File: config.mk
export PLATFORM = sky130hd
export DESIGN_NAME = random_to_decimal_uid
export DESIGN_NICKNAME = d
export VERILOG_FILES = /design/src/rtl/rtud_pkg.sv /design/src/rtl/random_to_decimal_uid.sv /design/src/rtl/rtud_cell.sv
export SDC_FILE = /design/constraint.sdc
export NUM_CORES = 2
export LEC_CHECK = 0
export ABC_AREA = 0
export BUFFER_PORTS_ARGS = -buffer_cell sky130_fd_sc_hd__buf_2
export CAP_MARGIN = 0
export CELL_PAD_IN_SITES_DETAIL_PLACEMENT = 1
export CELL_PAD_IN_SITES_GLOBAL_PLACEMENT = 1
export CORE_UTILIZATION = 47
export DETAILED_ROUTE_END_ITERATION = 10
export PLACE_DENSITY = 0.88
export SYNTH_ARGS = -nofsm -noshare
export SYNTH_HDL_FRONTEND = slang
export SYNTH_HIERARCHICAL = 1
export SYNTH_SLANG_ARGS = --single-unit
File: constraint.sdc
create_clock -name clk -period 9.8 [get_ports clk]
set_input_delay 0.49 -clock clk [delete_from_list [all_inputs] [get_ports clk]]
set_output_delay 0.49 -clock clk [all_outputs]
set_load 0.005 [all_outputs]
File: src/rtl/rtud_pkg.sv
// Shared types, constants and small functions for the random-to-decimal UID block.
// No dependencies; used by rtud_cell and random_to_decimal_uid.
package rtud_pkg;

  localparam int NDIG          = 39;  // decimal digits of a 128-bit value
  localparam int VAL_W         = 128;
  localparam int BITS_PER_STEP = 4;
  localparam int CONV_STEPS    = VAL_W / BITS_PER_STEP;

  localparam logic [5:0] CHAR_ZERO = 6'd48;
  localparam logic [5:0] CHAR_DOT  = 6'd46;
  localparam logic [5:0] CHAR_TWO  = 6'd50;
  localparam logic [5:0] CHAR_FIVE = 6'd53;

  localparam logic [5:0] PREFIX_CAP     = 6'd62;
  localparam logic [5:0] LONG_FORM_LIM  = 6'd24;  // shorter prefixes use all 16 bytes
  localparam logic [4:0] BYTES_LONG     = 5'd16;
  localparam logic [4:0] BYTES_SHORT    = 5'd12;
  localparam logic [2:0] ROOT_LEN       = 3'd5;

  localparam logic [5:0] PAD_TABLE [16] = '{
    6'd3, 6'd5, 6'd8, 6'd10, 6'd13, 6'd15, 6'd17, 6'd20,
    6'd22, 6'd25, 6'd27, 6'd29, 6'd32, 6'd34, 6'd37, 6'd39
  };

  // register indexes on the config port
  localparam logic CFG_MODE       = 1'b0;
  localparam logic CFG_PREFIX_LEN = 1'b1;

  typedef struct packed {
    logic clear;  // zero the digit
    logic step;   // take BITS_PER_STEP bits of double-dabble
    logic shift;  // take the neighbor's digit
  } cell_ctrl_t;

  function automatic logic [3:0] add3(input logic [3:0] d);
    logic [3:0] r;
    r = (d >= 4'd5) ? d + 4'd3 : d;
    return r;
  endfunction

  // characters of the "2.25." root
  function automatic logic [5:0] root_char(input logic [2:0] idx);
    logic [5:0] c;
    case (idx)
      3'd0: c = CHAR_TWO;
      3'd1: c = CHAR_DOT;
      3'd2: c = CHAR_TWO;
      3'd3: c = CHAR_FIVE;
      default: c = CHAR_DOT;
    endcase
    return c;
  endfunction

endpackage

File: src/rtl/random_to_decimal_uid.sv
// Top level: sequencer, value shifter and chain of 39 BCD cells that turn
// 128 random bits into UID suffix characters. Depends on rtud_pkg, rtud_cell.
//
// Input channel (in_valid/in_stall): one beat carries 128 random bits and a
//   type digit. in_stall is high while an item is being worked on.
// Output channel (out_valid/out_stall): one ASCII character per beat,
//   out_last high on the final character of the UID.
// Config port: cfg_wr_en/cfg_index/cfg_data; index 0 is mode, 1 is prefix
//   length. Write only while the block is idle.
// Timing: once an item is accepted, the cell chain converts 4 bits per cycle.
//   Then the chain's top cell is walked serially; each step emits its digit
//   as a character or skips a leading digit cell (up to 39 digit cells in
//   all). The next item is accepted as soon as the last character is in the
//   output register.
// Stall: a stalled character holds in the output register; the sequencer
//   waits, skips of leading zeros still proceed.
// Reset: synchronous, clears the sequencer, the output valid and both
//   config registers (mode 0, prefix length 0).
module random_to_decimal_uid import rtud_pkg::*; (
  input  logic        clk,
  input  logic        rst_n,
  input  logic        in_valid,
  output logic        in_stall,
  input  logic [63:0] in_random_high,
  input  logic [63:0] in_random_low,
  input  logic [3:0]  in_type_digit,
  output logic        out_valid,
  input  logic        out_stall,
  output logic [5:0]  out_character,
  output logic        out_last,
  input  logic        cfg_wr_en,
  input  logic        cfg_index,
  input  logic [5:0]  cfg_data
);

  typedef enum logic [4:0] {
    S_IDLE  = 5'b00001,
    S_CONV  = 5'b00010,
    S_ROOT  = 5'b00100,
    S_TYPE  = 5'b01000,
    S_DIGIT = 5'b10000
  } state_t;

  localparam int CNT_W = $clog2(CONV_STEPS);

  state_t            state_r, state_nxt;
  logic              mode_r;
  logic [5:0]        plen_r;
  logic [VAL_W-1:0]  val_r, val_nxt;
  logic [CNT_W-1:0]  cnt_r, cnt_nxt;
  logic              umode_r, umode_nxt;
  logic [3:0]        td_r, td_nxt;
  logic              padded_r, padded_nxt;
  logic [5:0]        target_r, target_nxt;
  logic [5:0]        pos_r, pos_nxt;
  logic [5:0]        rem_r, rem_nxt;
  logic [2:0]        idx_r, idx_nxt;
  logic              started_r, started_nxt;
  logic              out_valid_r, out_valid_nxt;
  logic [5:0]        out_char_r, out_char_nxt;
  logic              out_last_r, out_last_nxt;

  cell_ctrl_t        ctrl;
  logic [3:0]        bits_c  [NDIG-1];
  logic [3:0]        digit_c [NDIG];

  logic              accept;
  logic              out_free;
  logic [3:0]        top_digit;
  logic              skip;
  logic              digit_last;
  logic              td_valid;
  logic              long_form;
  logic [4:0]        nbytes;
  logic [63:0]       hi_forced;
  logic [63:0]       lo_forced;

  // ---- cell chain, cell 0 is the least significant digit ----
  genvar gi;
  generate
    for (gi = 0; gi < NDIG; gi++) begin : g_cell
      if (gi == 0) begin : g_first
        rtud_cell u_cell (
          .clk      (clk),
          .ctrl     (ctrl),
          .in_bits  (val_r[VAL_W-1 -: BITS_PER_STEP]),
          .in_digit (4'd0),
          .out_bits (bits_c[gi]),
          .digit    (digit_c[gi])
        );
      end else if (gi == NDIG - 1) begin : g_top
        // a 128-bit value never carries out of the top digit
        rtud_cell u_cell (
          .clk      (clk),
          .ctrl     (ctrl),
          .in_bits  (bits_c[gi-1]),
          .in_digit (digit_c[gi-1]),
          .out_bits (),
          .digit    (digit_c[gi])
        );
      end else begin : g_mid
        rtud_cell u_cell (
          .clk      (clk),
          .ctrl     (ctrl),
          .in_bits  (bits_c[gi-1]),
          .in_digit (digit_c[gi-1]),
          .out_bits (bits_c[gi]),
          .digit    (digit_c[gi])
        );
      end
    end
  endgenerate

  // ---- handshake and decode ----
  assign in_stall  = (state_r != S_IDLE);
  assign accept    = in_valid && (state_r == S_IDLE);
  assign out_free  = !out_valid_r || !out_stall;
  assign top_digit = digit_c[NDIG-1];

  assign td_valid  = (in_type_digit >= 4'd1) && (in_type_digit <= 4'd9);
  assign long_form = (plen_r < LONG_FORM_LIM);
  assign nbytes    = long_form ? BYTES_LONG : BYTES_SHORT;

  // version 4, variant 10
  assign hi_forced = {in_random_high[63:16], 4'h4, in_random_high[11:0]};
  assign lo_forced = {2'b10, in_random_low[61:0]};

  // padded form drops the always-zero cells above the table length;
  // minimal form drops leading zeros but keeps at least one digit
  assign skip = padded_r ? (rem_r > target_r)
                         : (!started_r && (top_digit == 4'd0) && (rem_r > 6'd1));
  assign digit_last = (rem_r == 6'd1) || (umode_r && (pos_r == PREFIX_CAP));

  always_comb begin
    state_nxt     = state_r;
    val_nxt       = val_r;
    cnt_nxt       = cnt_r;
    umode_nxt     = umode_r;
    td_nxt        = td_r;
    padded_nxt    = padded_r;
    target_nxt    = target_r;
    pos_nxt       = pos_r;
    rem_nxt       = rem_r;
    idx_nxt       = idx_r;
    started_nxt   = started_r;
    out_valid_nxt = out_valid_r;
    out_char_nxt  = out_char_r;
    out_last_nxt  = out_last_r;
    ctrl          = '0;

    if (out_valid_r && !out_stall) begin
      out_valid_nxt = 1'b0;
    end

    case (state_r)
      S_IDLE: begin
        if (accept) begin
          if (!mode_r) begin
            val_nxt = {hi_forced, lo_forced};
          end else if (long_form) begin
            val_nxt = {in_random_high, in_random_low};
          end else begin
            val_nxt = {32'd0, in_random_high, in_random_low[63:32]};
          end
          ctrl.clear = 1'b1;
          cnt_nxt    = '0;
          umode_nxt  = mode_r;
          td_nxt     = in_type_digit;
          padded_nxt = mode_r && td_valid;
          target_nxt = PAD_TABLE[4'(nbytes - 5'd1)];
          pos_nxt    = (plen_r > PREFIX_CAP) ? PREFIX_CAP : plen_r;
          state_nxt  = S_CONV;
        end
      end
      S_CONV: begin
        ctrl.step = 1'b1;
        val_nxt   = val_r << BITS_PER_STEP;
        cnt_nxt   = cnt_r + 1'b1;
        if (cnt_r == CNT_W'(CONV_STEPS - 1)) begin
          rem_nxt     = 6'(NDIG);
          started_nxt = 1'b0;
          idx_nxt     = 3'd0;
          if (!umode_r) begin
            state_nxt = S_ROOT;
          end else if (padded_r) begin
            state_nxt = S_TYPE;
          end else begin
            state_nxt = S_DIGIT;
          end
        end
      end
      S_ROOT: begin
        if (out_free) begin
          out_valid_nxt = 1'b1;
          out_char_nxt  = root_char(idx_r);
          out_last_nxt  = 1'b0;
          idx_nxt       = idx_r + 3'd1;
          if (idx_r == ROOT_LEN - 3'd1) begin
            state_nxt = S_DIGIT;
          end
        end
      end
      S_TYPE: begin
        if (out_free) begin
          out_valid_nxt = 1'b1;
          out_char_nxt  = CHAR_ZERO + {2'b00, td_r};
          out_last_nxt  = (pos_r == PREFIX_CAP);
          pos_nxt       = pos_r + 6'd1;
          state_nxt     = (pos_r == PREFIX_CAP) ? S_IDLE : S_DIGIT;
        end
      end
      S_DIGIT: begin
        if (skip) begin
          ctrl.shift = 1'b1;
          rem_nxt    = rem_r - 6'd1;
        end else if (out_free) begin
          out_valid_nxt = 1'b1;
          out_char_nxt  = CHAR_ZERO + {2'b00, top_digit};
          out_last_nxt  = digit_last;
          ctrl.shift    = 1'b1;
          rem_nxt       = rem_r - 6'd1;
          pos_nxt       = pos_r + 6'd1;
          started_nxt   = 1'b1;
          if (digit_last) begin
            state_nxt = S_IDLE;
          end
        end
      end
      default: begin
        state_nxt = S_IDLE;
      end
    endcase
  end

  always_ff @(posedge clk) begin
    if (!rst_n) begin
      state_r     <= S_IDLE;
      out_valid_r <= 1'b0;
      mode_r      <= 1'b0;
      plen_r      <= 6'd0;
    end else begin
      state_r     <= state_nxt;
      out_valid_r <= out_valid_nxt;
      if (cfg_wr_en) begin
        case (cfg_index)
          CFG_MODE:       mode_r <= cfg_data[0];
          CFG_PREFIX_LEN: plen_r <= cfg_data;
          default: begin
          end
        endcase
      end
    end
  end

  always_ff @(posedge clk) begin
    val_r      <= val_nxt;
    cnt_r      <= cnt_nxt;
    umode_r    <= umode_nxt;
    td_r       <= td_nxt;
    padded_r   <= padded_nxt;
    target_r   <= target_nxt;
    pos_r      <= pos_nxt;
    rem_r      <= rem_nxt;
    idx_r      <= idx_nxt;
    started_r  <= started_nxt;
    out_char_r <= out_char_nxt;
    out_last_r <= out_last_nxt;
  end

  assign out_valid     = out_valid_r;
  assign out_character = out_char_r;
  assign out_last      = out_last_r;

endmodule

File: src/rtl/rtud_cell.sv
// One BCD digit cell of the binary-to-decimal chain.
// Depends on rtud_pkg (add3, cell_ctrl_t, BITS_PER_STEP).
module rtud_cell import rtud_pkg::*; (
  input  logic       clk,
  input  cell_ctrl_t ctrl,
  input  logic [3:0] in_bits,   // from the lower cell, first bit in [3]
  input  logic [3:0] in_digit,  // lower cell's digit, for the output shift
  output logic [3:0] out_bits,  // to the upper cell
  output logic [3:0] digit
);

  logic [3:0] digit_r;
  logic [3:0] digit_nxt;
  logic [3:0] d;

  // add-3 then shift, one bit at a time, MSB first
  always_comb begin
    d = digit_r;
    out_bits = '0;
    for (int s = 0; s < BITS_PER_STEP; s++) begin
      d = add3(d);
      out_bits[BITS_PER_STEP-1-s] = d[3];
      d = {d[2:0], in_bits[BITS_PER_STEP-1-s]};
    end
  end

  always_comb begin
    if (ctrl.clear) begin
      digit_nxt = 4'd0;
    end else if (ctrl.step) begin
      digit_nxt = d;
    end else if (ctrl.shift) begin
      digit_nxt = in_digit;
    end else begin
      digit_nxt = digit_r;
    end
  end

  always_ff @(posedge clk) begin
    digit_r <= digit_nxt;
  end

  assign digit = digit_r;

endmodule
== Yosys cells after proc, flatten, opt, wreduce, memory -nomap -nowiden ==
Memories as Yosys holds them, arrays and structs flattened. A register that Yosys moved wholly into a read port is not among the register bits.
Index checks and enable logic that the tools add are counted.
Widths: inputs -> output; s select.

* Flip-flop bits (word level): 331
* Memory bits (read-only): 96
* Input port bits: 144
* Word-level logic and storage cells: 726
* Memories: 1

{| class="wikitable"
|+ Memories
! name !! depth !! width !! read ports !! clocked after memory_dff !! write ports !! line !! text
|-
| (no name shown) || 16 || 6 || 1 || 1 || 0 || random_to_decimal_uid.sv:170 || <nowiki>target_nxt = PAD_TABLE[4'(nbytes - 5'd1)];</nowiki>
|}

* Add/subtract/negate cells: 163
* Order comparisons: 162
* Equality and inequality tests: 21
* Mux-type cells: 291
* Bitwise gates (word level): 2
* Reductions and logical operators: 32

{| class="wikitable"
|+ Operators with widths
! operator !! number
|-
| $mux 4 || 231
|-
| $ge 4x3->1 const B || 156
|-
| $add 4x2->4 const B || 152
|-
| $mux 128 || 3
|-
| $pmux 128 s2 || 1
|-
| $mux 6 || 11
|-
| $mux 5 || 12
|-
| $pmux 6 s3 || 2
|-
| $pmux 5 s5 || 1
|-
| $pmux 5 s2 || 2
|-
| $mux 3 || 6
|-
| $mux 1 || 17
|-
| $ne 2x2->1 const B || 8
|-
| $add 3x2->3 const B || 4
|-
| $add 5x5->6 const A || 2
|-
| $pmux 6 s2 || 1
|-
| $eq 5x5->1 const B || 2
|-
| $reduce_and 3->1 || 3
|-
| $reduce_and 2->1 || 4
|-
| $reduce_and 8->1 || 1
|-
| $reduce_bool 2->1 || 4
|-
| $logic_and 1x1->1 || 7
|-
| $add 6x1->6 const B || 1
|-
| $eq 3x2->1 const B || 2
|-
| 32 further kinds || 38
|}

== Longest topological paths before layout ==
* Word-level depth: 9
* Depth in mapped cells: 23
* Depth with buffers taken out: 23

== By module ==
Netlist, hierarchy kept.

{| class="wikitable"
|+ By module, submodules not included
! module !! times used !! cells an instance !! area an instance (um2) !! sequential area each (um2)
|-
| rtud_cell at g_cell[12].g_mid.u_cell ... || 34 || 85 || 706.9 || 80.1
|-
| random_to_decimal_uid || 1 || 827 || 8443.1 || 5154.9
|-
| rtud_cell at g_cell[0].g_first.u_cell ... || 4 || 93 || 793.3 || 80.1
|-
| rtud_cell at g_cell[9].g_mid.u_cell || 1 || 85 || 703.2 || 80.1
|}

== Worst setup path after synthesis ==
Ideal clock, no wire load.

* Path type: register -> register
* Start point: register rem_r[3]
* End point: register g_cell[12].g_mid.u_cell.digit_r[1]
* Arrival time: 7.287 ns
* Data required time: 9.666 ns
* Setup slack: 2.379 ns
* Stages on the path, launching flop included: 9
* Path buffers: 0
* Clock period less this slack: 7.421 ns
* Path through: edfxtp_1 -> ha_1 -> and4_4 -> a221o_1 -> a32o_2 -> o21a_1 -> mux2i_1 -> nor3_1 -> or4_1

{| class="wikitable"
|+ RTL lines
! element !! line !! text
|-
| from (decl) || random_to_decimal_uid.sv:56 || <nowiki>logic [5:0] rem_r, rem_nxt;</nowiki>
|-
| from (signal assigned) || random_to_decimal_uid.sv:263 || <nowiki>rem_r <= rem_nxt;</nowiki>
|-
| to (signal assigned) || rtud_cell.sv:40 || <nowiki>digit_r <= digit_nxt;</nowiki>
|-
| to (decl) || rtud_cell.sv:12 || <nowiki>logic [3:0] digit_r;</nowiki>
|}

==> qor.yml <==
grt_max_degree: 180
wire_length_of_the_first_global_routing_pass_um: 162200
dp_hpwl_um: 70850
die_h_um: 279.8
worstPathMaxFanout: 5
tritoncts: "built"
areaGrowthSynthToFinish_pct: 8.686
timing.setup.tns_ns: 0
mappedNetlistArea_sq_um: 36270
run_status: "finished clean"
final.setup_skew_ns: 0.02245
die_ar_sq_um: 78290
synth-warning-count: 6
via_count: 31799
slew_viol_final: 0
arrival_ns: 5.57
cts-htree-levels: 2
final_hold_viol_count: 0
timing.final.setup_violations: 0
detailedRoute.firstPassIterationCount: 5
die-width_um: 279.8
tritoncts_num_sinks: 332
floorplan.initialDensity: 0.4760
worst_slew_margin_rel: 0.2287
synth.avg_cell_area_sq_um: 8.717
final.min_clock_period_ns: 5.137
timing_worst_slew_pin_value_ns: 1.157
ioPinCount: 153
grt_busiest_layer: "met2"
mostFrequentLayoutCells: "sky130_fd_sc_hd__nand2_1 (515), sky130_fd_sc_hd__ha_1 (325), sky130_fd_sc_hd__mux2i_1 (271)"
drv_cap: 0
fillers: 8993
cp_startpoint_kind: "flip-flop"
cts.repair.resized: 0
antenna_left: 0
first_global_vias: 32810
gr-usage-met3: 0.03553
drt-total-wl_um: 97910
layout.nets: 4738
drc: 0
number_of_setup_buffers_added_after_cts: 0
wire_per_inst_um: 18.34
cts_root_buffer: "sky130_fd_sc_hd__clkbuf_16"
detailedRoute.firstIterationViolations: 1688
leading_cell_type_in_the_layout_fill_and_taps_excluded: "sky130_fd_sc_hd__nand2_1"
layout-drive-gt1-share: 0.1455
placement_rows: 101
met2_usage: 0.4526
gr-total-overflow: 0
grt.met1_usage: 0.2853
numPortBuffers: 151
placement.cell_area_sq_um: 37990
cts.path.max_buffers: 3
finalCritPeriodShare: 0.5242
post_cts_hold_buffer_count: 0
core_sq_um: 76200
endpoint_kind: "flip-flop"
max_freq_mhz: 194.7
cp.required_ns: 10.24
netlist_instances: 4161
cts_inserted_buffers: 41
grtUsageTotal: 0.2442
viasPerCell: 5.956
clk_transition_reported_paths_ns: 0.06
hold_path.class: "primary input to flip-flop"
rsz0062_at_grt: "false"
postLayoutCellArea_sq_um: 39420
grt_antenna_before_repair: 15
critical_path_class: "flip-flop to flip-flop"
clkLatencyLatePin_ns: 0.60
globalplace.congestion: 0.8396
[worst max-delay path, cell delays in order (launching register included)]
cell and delay, ns:
sky130_fd_sc_hd__dfxtp_1 0.42, sky130_fd_sc_hd__inv_1 0.15, sky130_fd_sc_hd__ha_1 0.26, sky130_fd_sc_hd__nor2b_1 0.17, sky130_fd_sc_hd__nor3_1 0.17, sky130_fd_sc_hd__a21o_1 0.18
sky130_fd_sc_hd__inv_1 0.07, sky130_fd_sc_hd__ha_1 0.23, sky130_fd_sc_hd__and2b_2 0.22, sky130_fd_sc_hd__or3_2 0.42, sky130_fd_sc_hd__mux2i_1 0.20, sky130_fd_sc_hd__inv_1 0.14
sky130_fd_sc_hd__ha_1 0.30, sky130_fd_sc_hd__a221oi_1 0.29, sky130_fd_sc_hd__o21ai_0 0.22, sky130_fd_sc_hd__o211ai_4 0.17, sky130_fd_sc_hd__xnor2_1 0.30, sky130_fd_sc_hd__inv_1 0.14
sky130_fd_sc_hd__ha_1 0.21, sky130_fd_sc_hd__nor2b_1 0.28, sky130_fd_sc_hd__nand2b_1 0.15, sky130_fd_sc_hd__mux2i_1 0.06, sky130_fd_sc_hd__a21oi_1 0.17, sky130_fd_sc_hd__nor2_1 0.06
[stage by stage]
stage          instances    util  hold WS [ns]  setup WS (ns)
6_report            5339  0.5173       0.09477          4.663
2_1_floorplan       4164       -        0.4366          2.379
5_1_grt             5335  0.5172       0.08813          4.284
3_5_place_dp        5256  0.4985        0.4591          4.812
4_1_cts             5331  0.5171       0.08221          4.664
3_3_place_gp        5256  0.4985        0.4484          5.024
[routing by layer]
layer | share of wire | vias to the layer above
li1 | - | 15417
met1 | 0.42 | 15656
met2 | 0.51 | 542
met3 | 0.039 | 166
met4 | 0.027 | 18
met5 | 0.0012 | -
[layout make-up]
cell class / count / area, sq um / share of cell area
inverters: 257 / 979.7 / 0.02485
clock inverters: 18 / 277.8 / 0.007046
diodes: 8 / 20.02 / 0.0005078
multi-input cells: 3473 / 26560 / 0.6738
clock buffers: 57 / 1136 / 0.02882
flip-flops and latches: 332 / 8278 / 0.2100
well taps: 1030 / 1289 / 0.03269
repair buffers: 164 / 878.3 / 0.02228
[flip-flops by register name, summed over array words and instances, names as in the netlist, 2 cells and up]
signal / flops
g_cell.g_mid.u_cell/digit: 148
val_r: 128
plen_r: 6
pos_r: 6
rem_r: 6
cnt_r: 5
out_character: 5
state_r: 5
g_cell.g_first.u_cell/digit: 4
g_cell.g_top.u_cell/digit: 4
td_r: 4
idx_r: 3
target_r: 2
[final timing paths]
kind,from,end,slack (ns),depth (start not counted)
max,g_cell[9].g_mid.u_cell/digit[0]$_SDFFE_PP0P_,g_cell[12].g_mid.u_cell/digit[0]$_SDFFE_PP0P_,4.66,23
min,in_type_digit[0],td_r[0]$_DFFE_PP_,0.09,1
max reg2reg,g_cell[9].g_mid.u_cell/digit[0]$_SDFFE_PP0P_,g_cell[12].g_mid.u_cell/digit[0]$_SDFFE_PP0P_,4.66,23
min reg2reg,plen_r[0]$_SDFFE_PN0P_,plen_r[0]$_SDFFE_PN0P_,0.47,2
Power is left out: the tool's default activity adds up to more than one toggle a clock period on the data nets, which glitch-free logic cannot reach.
